<file path="src/rtl/core/bpu_pkg.sv">
package bpu_pkg;

  typedef enum logic [1:0] {
    FMT_MONO  = 2'd0,
    FMT_PAL4  = 2'd1,
    FMT_PAL8  = 2'd2,
    FMT_BGR24 = 2'd3
  } fmt_t;

  localparam int CFG_IDX_W   = 3;
  localparam int CFG_DATA_W  = 14;
  localparam int DIM_W       = 13;
  localparam int STRIDE_W    = 14;
  localparam int CNT_W       = 4;
  localparam int QUEUE_DEPTH = 4;

  typedef enum logic [CFG_IDX_W-1:0] {
    REG_FORMAT = 3'd0,
    REG_WIDTH  = 3'd1,
    REG_HEIGHT = 3'd2,
    REG_STRIDE = 3'd3,
    REG_ALPHA  = 3'd4
  } reg_idx_t;

  typedef struct packed {
    logic       op;
    logic [7:0] data_byte;
    logic [7:0] palette_index;
    logic [7:0] palette_red;
    logic [7:0] palette_green;
    logic [7:0] palette_blue;
  } in_item_t;

  typedef struct packed {
    logic [31:0] pixel_abgr;
    logic        last_of_byte;
    logic        end_of_row;
    logic        end_of_image;
  } out_item_t;

  typedef struct packed {
    fmt_t                fmt;
    logic [DIM_W-1:0]    width;
    logic [DIM_W-1:0]    height;
    logic [STRIDE_W-1:0] stride;
    logic [7:0]          alpha;
  } cfg_t;

  // One command from the front end: a palette write or a run of pixels of one byte.
  typedef struct packed {
    logic             is_pal;
    fmt_t             fmt;
    logic [23:0]      data;
    logic [7:0]       idx;
    logic [CNT_W-1:0] cnt;
    logic             eor;
    logic             eoi;
  } cmd_t;

endpackage

</file>
<file path="src/rtl/core/bpu_queue.sv">
module bpu_queue (
  input  logic          clk,
  input  logic          rst_n,
  input  logic          push,
  input  bpu_pkg::cmd_t push_cmd,
  output logic          full,
  input  logic          pop,
  output logic          empty,
  output bpu_pkg::cmd_t head
);

  localparam int DEPTH = bpu_pkg::QUEUE_DEPTH;
  localparam int PW    = (DEPTH > 1) ? $clog2(DEPTH) : 1;

  bpu_pkg::cmd_t q_mem [DEPTH];

  logic [PW-1:0] wr_ptr_r, wr_ptr_nxt;
  logic [PW-1:0] rd_ptr_r, rd_ptr_nxt;
  logic [PW:0]   cnt_r, cnt_nxt;

  assign full  = (cnt_r == (PW+1)'(DEPTH));
  assign empty = (cnt_r == '0);
  assign head  = q_mem[rd_ptr_r];

  always_comb begin
    wr_ptr_nxt = wr_ptr_r;
    rd_ptr_nxt = rd_ptr_r;
    cnt_nxt    = cnt_r;
    if (push) begin
      wr_ptr_nxt = (wr_ptr_r == PW'(DEPTH - 1)) ? '0 : wr_ptr_r + 1'b1;
    end
    if (pop) begin
      rd_ptr_nxt = (rd_ptr_r == PW'(DEPTH - 1)) ? '0 : rd_ptr_r + 1'b1;
    end
    if (push && !pop) begin
      cnt_nxt = cnt_r + 1'b1;
    end else if (pop && !push) begin
      cnt_nxt = cnt_r - 1'b1;
    end
  end

  always_ff @(posedge clk) begin
    if (!rst_n) begin
      wr_ptr_r <= '0;
      rd_ptr_r <= '0;
      cnt_r    <= '0;
    end else begin
      wr_ptr_r <= wr_ptr_nxt;
      rd_ptr_r <= rd_ptr_nxt;
      cnt_r    <= cnt_nxt;
    end
  end

  always_ff @(posedge clk) begin
    if (push) begin
      q_mem[wr_ptr_r] <= push_cmd;
    end
  end

endmodule

</file>
<file path="config.mk">
export PLATFORM = sky130hd
export DESIGN_NAME = bpu_queue
export DESIGN_NICKNAME = d
export VERILOG_FILES = /design/src/rtl/core/bpu_pkg.sv /design/src/rtl/core/bpu_queue.sv
export SDC_FILE = /design/constraint.sdc
export NUM_CORES = 1
export LEC_CHECK = 0
export ABC_CLOCK_PERIOD_IN_PS = 2009
export BUFFER_PORTS_ARGS = -buffer_cell sky130_fd_sc_hd__clkbuf_2
export CAP_MARGIN = 20
export CORE_MARGIN = 2
export CORE_UTILIZATION = 30
export CTS_CLUSTER_DIAMETER = 60
export DETAILED_ROUTE_END_ITERATION = 10
export PLACE_DENSITY = 0.46
export RECOVER_POWER = 100
export REMOVE_ABC_BUFFERS = 1
export SKIP_LAST_GASP = 1
export SYNTH_ARGS = -nofsm -noshare
export SYNTH_HDL_FRONTEND = slang
export SYNTH_SLANG_ARGS = --single-unit
</file>
<file path="constraint.sdc">
create_clock -name clk -period 2.01 [get_ports clk]
set_clock_uncertainty 0.2 [all_clocks]
set_input_delay 0.402 -clock clk [delete_from_list [all_inputs] [get_ports clk]]
set_output_delay 0.402 -clock clk [all_outputs]
set_load 0.02 [all_outputs]
</file>
# Word level (Yosys, flattened, before mapping)
# Memories as Yosys holds them, arrays and structs flattened. A register that Yosys moved wholly into a read port is not among the register bits.
# Index checks and enable logic that the tools add are counted.
[classes]
n_mux = 8
n_eq_ne = 3
add_sub_neg = 4
reduce_logical = 6
[op_table]
columns = ["op", "count"]
rows = [
  ["2-bit 2-to-1 mux", 4],
  ["3-bit 2-to-1 mux", 2],
  ["2-bit by 1-bit adder with 2-bit output (second input constant)", 2],
  ["2-bit == test (second input constant)", 2],
  ["3-bit by 1-bit adder with 3-bit output (second input constant)", 1],
  ["3-bit == test (second input constant)", 1],
  ["3-bit zero test", 1],
  ["3-bit by 1-bit subtractor with 3-bit output (second input constant)", 1],
  ["1-bit logical AND", 2],
  ["1-bit zero test", 2],
  ["1-bit 2-to-1 mux", 2],
  ["2-bit nonzero test", 1],
]
[word_totals]
input_bits = 45
out_inout_bits = 43
regBits = 7
word_cells = 25
memories = 1
mem_bits_rw = 164
[memory_table]
columns = ["name", "words", "width", "read_ports", "rd_ports_with_merged_regs", "wr", "line", "source"]
rows = [
  ["q_mem", 4, 41, 1, 1, 1, "bpu_queue.sv:15", "bpu_pkg::cmd_t q_mem [DEPTH];"],
]

# Logic depth before layout (Yosys ltp)
[depth]
depth_word = 4
mapped_depth = 7
ltp_nobuf = 7

# Worst setup path before layout
# Ideal clock, no wire load.
[synth_path]
path_kind = "register to register"
from = "register wr_ptr_r[0]"
to = "memory q_mem[3][0] in the netlist's numbering (enable)"
setup_time_ns = 0.402
slack_ns = -0.133
required_ns = 1.408
period_less_slack_ns = 2.143
arrival_ns = 1.541
stages_incl_launch_ff = 3
path_cell_list = "dfxtp_1 -> ha_1 -> and2_1"
[synth_lines]
columns = ["item", "line", "source"]
rows = [
  ["start: declaration", "bpu_queue.sv:17", "logic [PW-1:0] wr_ptr_r, wr_ptr_nxt;"],
  ["start signal: assignment", "bpu_queue.sv:48", "wr_ptr_r <= wr_ptr_nxt;"],
  ["end: declaration", "bpu_queue.sv:15", ""],
]
# No word-level cell before the write port.

==> flow_summary_export.csv <==
group,metric,value,unit
run_status,outcome,"finished, violations left",
run_status,failed_checks,"negative setup slack",
drt,drt_iter0_markers,194,
layout,drive_above_1_share,31.9,%
logic_synthesis,syn-mean-instance-area,24.8,um^2
min_path,hp-class,"in2reg",
logic_synthesis,synthMostInstantiatedCell,"edfxtp_1",
clocking,numClockSinks,173,
worst_setup_path,critPathMaxStageDelay,0.53,ns
worst_setup_path,category_of_the_worst_setup_path_capture_point,"primary output",
logic_synthesis,synth_flop_cell,"edfxtp_1",
logic_synthesis,synthCells,259,
placed_design,placed_cell_area,7350,um^2
logic_synthesis,yosys_warnings,0,
logic_synthesis,yosys.area.top_type,"edfxtp_1",
floorplanning,fp.coreArea,21000,um^2
drt,vias_per_cell,4.42,
worst_setup_path,worst_ep_arrival_time,1.72,ns
floorplanning,ports_placed_on_the_boundary,88,
layout,area_growth,28.7,%
timing,timing.final.hold_violations,0,
worst_setup_path,path_class,"reg2out",
layout,stdcell_area,8270,um^2
worst_setup_path,critical_path.reg2reg.startpoint,"wr_ptr_r[0]$_SDFFE_PN0P_",
placed_design,io_buffer_count,87,
timing,slew_headroom,57.6,%
pwr,total_power,8.47,mW
timing,period_minus_slack,2.32,ns
pwr,power_per_cell_area,1020,nW/um^2
drt,drtAntennaViolNets,0,
global_route,pin_count_of_the_biggest_net_entering_global_routing,31,
layout,fillers,1925,
logic_synthesis,synth_enable_flop_cells,164,
timing,fin_ws,-0.312,ns
drt,detailedRoute.firstPassIterationCount,4,
pwr,power_leakage,2.74,nW
worst_setup_path,worst_r2r_endpoint,"q_mem[3][22]$_DFFE_PP_",
clocking,numCtsBuffers,17,
clocking,insertion_delay,0.41,ns
floorplanning,rows,53,
layout,layout.nets,466,
logic_synthesis,syn-cell-area,6420,um^2
drt,routedWlPerCell,17.9,um
floorplanning,floorplan.initialDensity,30.6,%
clocking,cts.reportedPaths.clkPinSlew,0.06,ns
worst_setup_path,cp_slowest_cell,"mux4_2",
worst_setup_path,worst-endpoint-required,1.41,ns
timing,finalCritPeriodShare,116,%
logic_synthesis,synth_cell_types,23,
worst_setup_path,path_cells,"buf_12 -> mux4_2 -> clkbuf_2",
logic_synthesis,synth-seq-cells,173,
drt,number_of_vias_in_the_routed_layout,3105,
logic_synthesis,yosys-top-cells-count,"edfxtp_1, mux4_2, dfxtp_1",
floorplanning,die_y,150,um
clocking,cts.htree.levels,4,
global_route,antenna_found_initial,0,
timing,fin_hold_ws,0.103,ns
layout,multi_input_comb_area,1190,um^2
timing,rsz0062_at_grt,"true",
clocking,cts.root.buffer_cell,"clkbuf_16",
placed_design,detailed_place_hpwl,7780,um
clocking,tritoncts,"yes",
placed_design,gp_congestion,0.653,
global_route,grt_pass1_wl,19100,um
clocking,cts_max_path_buffers,2,
global_route,first_global_vias,3338,
logic_synthesis,netlist_top_cells_area,"edfxtp_1, mux4_2, dfxtp_1",
floorplanning,design.die.area,22600,um^2
timing,finalSetupViolCount,41,
global_route,grt_overflow,0,
worst_setup_path,startpoint_type,"flop",
pwr,ir_worst_vdd,0.575,mV
drt,drt_wl_total,12500,um
timing,worst_slew_pin_tran,0.636,ns
logic_synthesis,synth_top_cell_area_share,76.7,%
layout,sequential_cell_area,5110,um^2
timing,max_freq,431,MHz
worst_setup_path,timing.critical_path.to,"head[31]",
worst_setup_path,ff2ff_path_depth,3,
timing,drv_slew,0,
worst_setup_path,worst-r2r-setup-slack,0.11,ns
floorplanning,chipWidth,150,um
logic_synthesis,ys_async_sr_fraction,0,%
logic_synthesis,yosysSeqAreaShare,79.5,%
drt,drc,0,
global_route,grt_usage,11.8,%
worst_setup_path,crit_path_max_fanout,14,
flow_run,drv.max_cap_violation_count,0,
[cells by family after synthesis]
family          synth area share [%]
flops                           79.5
mux                             15.1
simple gates                    1.40
buf+inv                         2.03
fa+ha+maj                       1.48
compound gates                 0.312
xor+xnor                       0.273
[cells in the final DEF (no fill, tap or decap), types with 2 or more instances in the layout]
master and instances:
and2_1 2, and2_2 2, buf_12 5, buf_4 8
bufinv_16 4, clkbuf_1 45, clkbuf_16 17, clkbuf_2 45
clkbuf_4 3, clkinv_4 2, clkinvlp_4 4, dfxtp_1 7
dlygate4sd3_1 40, edfxtp_1 164, ha_1 6, inv_1 4
mux2i_1 4, mux4_2 41, nor2b_1 5, nor3_1 2
[power by group]
part | switching (mW) | internal, mW | total, mW
sequential | 0.0531 | 4.12 | 4.18
clock | 1.33 | 2.08 | 3.42
combinational | 0.491 | 0.386 | 0.876
[layout make-up]
| class | count | area share, % |
|---|---|---|
| antenna | 1 | 0.0303 |
| clock buffer | 18 | 5.19 |
| clock inverter | 13 | 2.32 |
| inverter | 4 | 0.182 |
| multi-input combinational | 72 | 14.4 |
| sequential | 173 | 61.8 |
| tap | 275 | 4.16 |
| timing repair buffer | 146 | 12.0 |
[worst min-delay path by stage]
stage / end / cells past startpoint / start / slack (ns)
finish: q_mem[2][1]$_DFFE_PP_ / 1 / push_cmd[1] / 0.10
detailed placement: cnt_r[2]$_SDFFE_PN0P_ / 2 / cnt_r[2]$_SDFFE_PN0P_ / 0.32
floorplan: cnt_r[2]$_SDFFE_PN0P_ / 2 / cnt_r[2]$_SDFFE_PN0P_ / 0.27
CTS: q_mem[0][36]$_DFFE_PP_ / 1 / push_cmd[36] / 0.0005
global placement: cnt_r[2]$_SDFFE_PN0P_ / 2 / cnt_r[2]$_SDFFE_PN0P_ / 0.28
global route: q_mem[2][1]$_DFFE_PP_ / 1 / push_cmd[1] / 0.08
[routing by layer]
metal | vias up | part of all wire, % | GRT usage (%)
li1 | 1396 | - | -
met1 | 1625 | 44 | 15.0
met2 | 74 | 50 | 19.2
met3 | 10 | 4.7 | 3.88
met4 | 0 | 1.1 | 3.96
met5 | - | 0 | 0
[registers in the layout, indices dropped and copies added (netlist names), named ones only]
register  count
rd_ptr_r      2
wr_ptr_r      2
cnt_r         3
q_mem       164
[critical path, delay by kind of cell, from the launching register on]
| kind | cells | cell delay, ns |
|---|---|---|
| buffers and inverters | 2 | 0.38 |
| DFF | 1 | 0.40 |
| muxes | 1 | 0.53 |
[per-stage QoR]
step	setup slack (ns)	setup TNS (ns)	instances	util, %
finish	-0.312	-11.29	702	39.3
global route	-0.401	-15.84	701	39.3
CTS	-0.362	-13.41	699	39.8
detailed placement	-0.0678	-0.0678	629	35.0
global placement	0.0233	0	629	35.0
floorplan	-1.20	-65.87	249	-
[timing repair]
| action | in CTS | in global routing |
|---|---|---|
| hold buffers | 38 | 2 |
| gates cloned | 0 | 0 |
| hold endpoints to repair | 152 | 5 |
| endpoints found under the setup margin | 41 | 41 |
| setup buffers | 1 | 0 |
| resized for setup | 3 | 1 |
No activity file was read; power rests on OpenSTA's default activity.
