==> src/rtl/core/bpu_pkg.sv <==
package bpu_pkg;

  typedef enum logic [1:0] {
    FMT_MONO  = 2'd0,
    FMT_PAL4  = 2'd1,
    FMT_PAL8  = 2'd2,
    FMT_BGR24 = 2'd3
  } fmt_t;

  localparam int CFG_IDX_W   = 3;
  localparam int CFG_DATA_W  = 14;
  localparam int DIM_W       = 13;
  localparam int STRIDE_W    = 14;
  localparam int CNT_W       = 4;
  localparam int QUEUE_DEPTH = 4;

  typedef enum logic [CFG_IDX_W-1:0] {
    REG_FORMAT = 3'd0,
    REG_WIDTH  = 3'd1,
    REG_HEIGHT = 3'd2,
    REG_STRIDE = 3'd3,
    REG_ALPHA  = 3'd4
  } reg_idx_t;

  typedef struct packed {
    logic       op;
    logic [7:0] data_byte;
    logic [7:0] palette_index;
    logic [7:0] palette_red;
    logic [7:0] palette_green;
    logic [7:0] palette_blue;
  } in_item_t;

  typedef struct packed {
    logic [31:0] pixel_abgr;
    logic        last_of_byte;
    logic        end_of_row;
    logic        end_of_image;
  } out_item_t;

  typedef struct packed {
    fmt_t                fmt;
    logic [DIM_W-1:0]    width;
    logic [DIM_W-1:0]    height;
    logic [STRIDE_W-1:0] stride;
    logic [7:0]          alpha;
  } cfg_t;

  // One command from the front end: a palette write or a run of pixels of one byte.
  typedef struct packed {
    logic             is_pal;
    fmt_t             fmt;
    logic [23:0]      data;
    logic [7:0]       idx;
    logic [CNT_W-1:0] cnt;
    logic             eor;
    logic             eoi;
  } cmd_t;

endpackage

==> src/rtl/core/bpu_front.sv <==
module bpu_front #(
  parameter int MAX_WIDTH  = 4096,
  parameter int MAX_HEIGHT = 4096
) (
  input  logic              clk,
  input  logic              rst_n,
  input  bpu_pkg::cfg_t     cfg,
  input  logic              in_valid,
  output logic              in_ready,
  input  bpu_pkg::in_item_t in_data,
  input  logic              q_full,
  output logic              push,
  output bpu_pkg::cmd_t     push_cmd
);

  localparam int DW = bpu_pkg::DIM_W;
  localparam int SW = bpu_pkg::STRIDE_W;
  localparam int CW = bpu_pkg::CNT_W;

  logic [SW-1:0] byte_r, byte_nxt;
  logic [DW-1:0] col_r, col_nxt;
  logic [DW-1:0] row_r, row_nxt;
  logic [15:0]   held_r, held_nxt;
  logic [1:0]    phase_r, phase_nxt;

  logic          acc;
  logic [DW-1:0] eff_w, eff_h, h_one, rem, col_sum;
  logic [CW-1:0] ppb, n;
  logic          in_row, eor, eoi, row_end;

  assign in_ready = !q_full;
  assign acc      = in_valid && in_ready;

  always_comb begin
    eff_w = (32'(cfg.width) > MAX_WIDTH) ? DW'(MAX_WIDTH) : cfg.width;
    h_one = (cfg.height == '0) ? DW'(1) : cfg.height;
    eff_h = (32'(h_one) > MAX_HEIGHT) ? DW'(MAX_HEIGHT) : h_one;

    in_row = col_r < eff_w;
    rem    = eff_w - col_r;

    unique case (cfg.fmt)
      bpu_pkg::FMT_MONO:  ppb = CW'(8);
      bpu_pkg::FMT_PAL4:  ppb = CW'(2);
      bpu_pkg::FMT_PAL8:  ppb = CW'(1);
      bpu_pkg::FMT_BGR24: ppb = (phase_r == 2'd2) ? CW'(1) : CW'(0);
      default:            ppb = '0;
    endcase

    if (!in_row) begin
      n = '0;
    end else if (rem < DW'(ppb)) begin
      n = rem[CW-1:0];
    end else begin
      n = ppb;
    end

    col_sum = col_r + DW'(n);
    eor     = (n != '0) && (col_sum == eff_w);
    eoi     = eor && ((DW+1)'(row_r) + 1'b1 == (DW+1)'(eff_h));
    row_end = ((SW+1)'(byte_r) + 1'b1) >= (SW+1)'(cfg.stride);

    push = acc && (in_data.op || (n != '0));

    push_cmd.is_pal = in_data.op;
    push_cmd.fmt    = cfg.fmt;
    push_cmd.idx    = in_data.palette_index;
    push_cmd.cnt    = n;
    push_cmd.eor    = eor;
    push_cmd.eoi    = eoi;
    if (in_data.op) begin
      push_cmd.data = {in_data.palette_blue, in_data.palette_green, in_data.palette_red};
    end else if (cfg.fmt == bpu_pkg::FMT_BGR24) begin
      push_cmd.data = {held_r[7:0], held_r[15:8], in_data.data_byte};
    end else begin
      push_cmd.data = {16'h0000, in_data.data_byte};
    end

    byte_nxt  = byte_r;
    col_nxt   = col_r;
    row_nxt   = row_r;
    held_nxt  = held_r;
    phase_nxt = phase_r;
    if (acc && !in_data.op) begin
      col_nxt  = col_sum;
      byte_nxt = byte_r + 1'b1;
      if (cfg.fmt == bpu_pkg::FMT_BGR24 && in_row) begin
        unique case (phase_r)
          2'd0: begin
            held_nxt  = {8'h00, in_data.data_byte};
            phase_nxt = 2'd1;
          end
          2'd1: begin
            held_nxt  = {in_data.data_byte, held_r[7:0]};
            phase_nxt = 2'd2;
          end
          default: begin
            held_nxt  = '0;
            phase_nxt = 2'd0;
          end
        endcase
      end
      if (row_end) begin
        byte_nxt  = '0;
        col_nxt   = '0;
        held_nxt  = '0;
        phase_nxt = 2'd0;
        row_nxt   = ((DW+1)'(row_r) + 1'b1 >= (DW+1)'(eff_h)) ? '0 : row_r + 1'b1;
      end
    end
  end

  always_ff @(posedge clk) begin
    if (!rst_n) begin
      byte_r  <= '0;
      col_r   <= '0;
      row_r   <= '0;
      held_r  <= '0;
      phase_r <= 2'd0;
    end else begin
      byte_r  <= byte_nxt;
      col_r   <= col_nxt;
      row_r   <= row_nxt;
      held_r  <= held_nxt;
      phase_r <= phase_nxt;
    end
  end

endmodule

==> config.mk <==
export PLATFORM = sky130hd
export DESIGN_NAME = bpu_front
export DESIGN_NICKNAME = d
export VERILOG_FILES = /design/src/rtl/core/bpu_pkg.sv /design/src/rtl/core/bpu_front.sv
export SDC_FILE = /design/constraint.sdc
export NUM_CORES = 1
export LEC_CHECK = 0
export BUFFER_PORTS_ARGS = -buffer_cell sky130_fd_sc_hd__buf_2
export CORE_ASPECT_RATIO = 1.5
export CORE_UTILIZATION = 50
export DETAILED_ROUTE_END_ITERATION = 10
export GPL_ROUTABILITY_DRIVEN = 1
export PLACE_DENSITY = 0.87
export SLEW_MARGIN = 20
export SYNTH_ARGS = -nofsm -noshare
export SYNTH_HDL_FRONTEND = slang
export SYNTH_SLANG_ARGS = --single-unit
==> constraint.sdc <==
create_clock -name clk -period 5.16 [get_ports clk]
set_input_delay 0.258 -clock clk [delete_from_list [all_inputs] [get_ports clk]]
set_output_delay 0.258 -clock clk [all_outputs]
set_load 0.1 [all_outputs]
-- After elaboration in Yosys (flattened, before gate mapping)
Index checks and enable logic that the tools add are counted.
- bits in registers: 58
- latch bits: 0
- bits in writable memories: 0
- ROM bits: 0
- input bits: 95
- word-level logic and storage cells: 61
- memories kept: 0
- add/sub/neg operators: 6
- multiply operators: 0
- divide/modulo/power cells: 0
- magnitude comparators: 6
- equality and inequality tests: 8
- shift-type cells: 0
- mux-type cells: 18
- bitwise gates (word level): 0
- reductions and logical operators: 17
- operators with widths (kind ; count):
    13-bit two-way mux ; 5
    24-bit two-way mux ; 2
    16-bit two-way mux ; 2
    16-bit case mux with 2 select lines ; 1
    13-bit greater-than comparator, second input constant ; 2
    4-bit case mux with 4 select lines ; 1
    14-bit by 1-bit adder with 15-bit output, second input constant ; 1
    15-bit by 14-bit >= comparator with 1-bit output ; 1
    13-bit by 1-bit adder with 14-bit output, second input constant ; 1
    14-bit by 1-bit adder with 14-bit output, second input constant ; 1
    14-bit by 13-bit equality test with 1-bit output ; 1
    14-bit by 13-bit >= comparator with 1-bit output ; 1
    14-bit two-way mux ; 1
    13-bit by 1-bit adder with 13-bit output, second input constant ; 1
    13-bit by 4-bit adder with 13-bit output ; 1
    13-bit equality test ; 1
    13-bit logical NOT ; 1
    13-bit less-than comparator ; 1
    13-bit by 4-bit less-than comparator with 1-bit output ; 1
    13-bit subtractor ; 1
    4-bit two-way mux ; 2
    2-bit equality test, second input constant ; 3
    1-bit logical AND ; 6
    2-bit by 1-bit equality test with 1-bit output, second input constant ; 2
    other kinds (11) ; 15

-- Logic depth before layout (Yosys ltp)
- word-level depth: 10
- gate-level depth with buffers: 29
- depth with buffers taken out: 26

-- Worst setup path before layout
No wires, ideal clock.
- path kind: input to output
- from: input port cfg[47] in the netlist's numbering
- to: output port push_cmd[0] in the netlist's numbering
- arrival time: 7991 ps
- data required time: 4902 ps
- setup slack: -3089 ps
- cell stages on the path: 24
- buffers on the path: 3
- cells stage by stage: clkbuf_1 nor2b_1 ha_1 nor2_1 a21oi_1 xor2_1 ha_1 a211oi_1 nand3_1 a311oi_1 o211a_1 o211ai_1 nor4_1 ha_1 a21o_1 a21oi_2 nor2b_1 buf_2 or4_1 a31oi_1 nand3_1 a2111oi_4 and3_1 buf_4
- RTL lines (element ; line ; text):
    start, declared ; bpu_front.sv:7 ; input bpu_pkg::cfg_t cfg,
    end, declared ; bpu_front.sv:13 ; output bpu_pkg::cmd_t push_cmd

==> metrics.txt <==
status=finished, violations left; failing checks=negative setup slack; TritonCTS clock tree=done; initial antenna violation count=0; reg2reg start=col_r[6]$_SDFFE_PN0P_; Yosys Warn Count=0; syn_nets=~860; vias per cell=6.00; PortBufs=113; kind of critical path=in -> out; Yosys top cell by area=dfxtp_1; Worst-path clk slew=about 60 ps; Worst Setup End Kind=output pin; Clock Skews=9.26 ps; Post-Syn Area=about 0.0055 mm^2; largest net degree at the start of global routing=30; WHS Path Cells=2; Worst EP arrival=5590 ps; max-slew violations=0; endpoints failing hold=0; Boundary Pins=approximately 140; FMAX=~170 MHz; Period minus WS final=just under 6000 ps; die span in x=about 88 um; flop and latch count out of synthesis=a little under 60; DP Area=approximately 0.007 mm^2; Peak supply drop=~0.00015 V; Comb power frac=~30%; Slew HR=between 30% and 40%; Worst Tran Pin Value=between 900 and 1000 ps; wire per inst=18.0 um; sequential fraction of design power=between 20% and 30%; Worst R2R Setup Slack=about 400 ps; placed insts=about 1000; Hold Crit Start=in_data[35]; Hold Path Sink=held_r[3]$_SDFFE_PN0P_; number of fill cells=about 760; Cells after Synth=about 710; WL met3=1270 um; Post-synth ARST share=0%; Switching Fraction=31.9%; Met1 Routed Length=6930 um; Post-DRT Antenna Nets=0; final wirelength=19100 um; antenna cells=0; final count of negative-setup-slack endpoints=2; clk buf depth=2; # DRC=0; Lkg Pwr=between 3 and 4 nW; Met2 Routed Length=between 9000 and 10000 um; final instance area=0.00773 mm^2; drt initial violations=about 500; top cell type's share of synthesized area=a little over a fifth; max layer used=met4; Total Die Area=approximately 0.011 mm^2; RSZ-0062 raised after global routing=true; Switch Pwr=0.000529 W; Int Pwr=0.00113 W; Hold WC Path Type=in -> reg; # rows=46; Initial Util=about 52%; vias in the first global route=~5900; final hold slack=between 150 and 200 ps; maxcap violations=0; hold_buf cts=0; R2R depth=20; H-tree depth=3; top cells by count, synth=nand2_1, dfxtp_1, a21oi_1, nand3_1, ha_1; top-count cell post-synth=nand2_1; CTS root buf=clkbuf_16; CP Launch Type=input port; final net count=~1100; worst slack, placed=-448 ps; Syn-to-layout area delta=39.8%; synth top area cells=dfxtp_1, ha_1, a22o_1; DIE HEIGHT=131 um; share of layout cells above drive strength 1=37.2%; GRT Residual Overflow=0; ys flop type=dfxtp_1; hpwl dp=13300 um; GPL Wtd Cong=~1; DRT Pass-1 Iters=5; Total Routing Usage GR=30.8%; pwr/cell area=approximately 210 mW/mm^2; sequential element share of the synthesized area=roughly a fifth; worst setup margin=-687 ps; Core Area=0.0106 mm^2; clk sink count=58; crit-path max FO=11; first-pass GRT wire length=approximately 28000 um; Mapped Avg Cell Area=~7.7 um^2; TritonCTS Buffers=9; capturing point of the worst reg2reg path=col_r[7]$_SDFFE_PN0P_; worst path required time=between 4000 and 5000 ps; Clock Power Share=a little over two fifths; Period Utilization, post-route=113%; Post-synth EDFFs=0; worst skew pair latency=between 300 and 400 ps; Synth cell types=72; vias=6376; worst setup path startpoint=cfg[47]; Non-Filler Instances=1063
==> final cells by class <==
cell class	instances	area [um^2]	share of cell area [%]
repair buffers	231	1500	19.4
multi-input cells	571	4370	56.6
well taps	144	180	2.33
flip-flops and latches	58	1160	15.0
inverters	43	161	2.09
clock inverters	4	97.6	1.26
clock buffers	12	256	3.32
==> through the flow <==
stage                     total power (W)  utilization (%)  TNS, ps
after CTS                         0.00163             71.3     -434
final                             0.00166             72.6    -1310
after global placement           0.000889             65.1     -423
after detailed placement         0.000896             65.1     -829
after floorplan                  0.000779                -    -1200
after global routing              0.00171             72.6    -1690
==> cell families (layout without fill, tap and decap cells) <==
| kind of cell | Yosys count | after routing | share of synthesized area, % |
|---|---|---|---|
| AO/OA/AOI/OAI | 197 | 197 | 25.5 |
| XOR/XNOR | 46 | 46 | 7.53 |
| adder cells (fa/ha/maj) | 49 | 49 | 11.4 |
| buffers and inverters | 85 | 290 | 7.04 |
| flip-flops | 58 | 58 | 21.0 |
| multiplexers | 11 | 11 | 2.17 |
| AND/OR/NAND/NOR | 268 | 268 | 25.4 |
==> how the worst max path moves through the flow <==
stage	end	slack [ps]	cells past startpoint
6_report	push_cmd[0]	-690	24
4_1_cts	push_cmd[0]	-250	23
2_1_floorplan	push_cmd[0]	-670	24
3_3_place_gp	push_cmd[0]	-250	26
5_1_grt	push_cmd[0]	-880	23
3_5_place_dp	push_cmd[0]	-450	26
==> repair_timing <==
| item | in CTS | in global routing |
|---|---|---|
| gates cloned | 0 | 0 |
| endpoints found under the setup margin | 2 | 2 |
| gates resized for setup | 50 | 19 |
| buffers inserted | 8 | 4 |
| pin swaps | 15 | 7 |
==> critical path, cell delays in order <==
cell and delay [ps]:
buf_2 200, nor2b_1 330, ha_4 270, a21oi_2 160
nand2b_1 90, nor4_2 260, o211ai_1 180, and3_1 210
o211ai_1 640, buf_4 250, nor4_4 40, or2_4 280
fa_2 410, a21o_1 230, a21oi_4 220, buf_6 130
o21a_1 170, o21ai_2 70, o311ai_2 80, o2111a_1 250
nand3_2 90, a2111oi_4 310, and3_4 260, buf_12 170
==> power by group through the flow <==
stage	clock network [W]	registers [W]	logic, W
final	0.000716	0.000452	0.000491
after global routing	0.000734	0.000452	0.000519
after CTS	0.000714	0.000452	0.000462
after detailed placement	0	0.000461	0.000435
after global placement	0	0.000461	0.000428
after floorplan	0	0.000461	0.000318
==> layer usage <==
layer  vias up  global-route usage, %
met5         -                      0
li1       2999                      -
met3        83                   5.97
met4         0                   18.6
met2       267                   55.8
met1      3027                   32.4
==> flip-flops by register name (all words and copies together), names as in the netlist <==
signal and flops:
byte_r 14, col_r 13, held_r 16, phase_r 2, row_r 13
==> layout by cell type (no fill, tap or decap), types with 6 or more instances in the layout <==
master     count
a21o_1        10
buf_4        113
nor3_1        16
and3_1        11
nand4_1        6
o211ai_1       7
dfxtp_1       56
a31oi_1       10
a22o_1        32
nor2_1        34
a21oi_1       44
buf_2        111
xor2_1        16
inv_1         40
nand3_1       48
or3_1         13
or4_1          7
clkbuf_16      9
ha_1          39
mux2_2         8
xnor2_1       26
nand2_1       65
o21ai_0       23
o22ai_1        7
a21oi_2       11
o21a_1         8
nor2b_1       16
No activity file was read; power rests on OpenSTA's default activity.
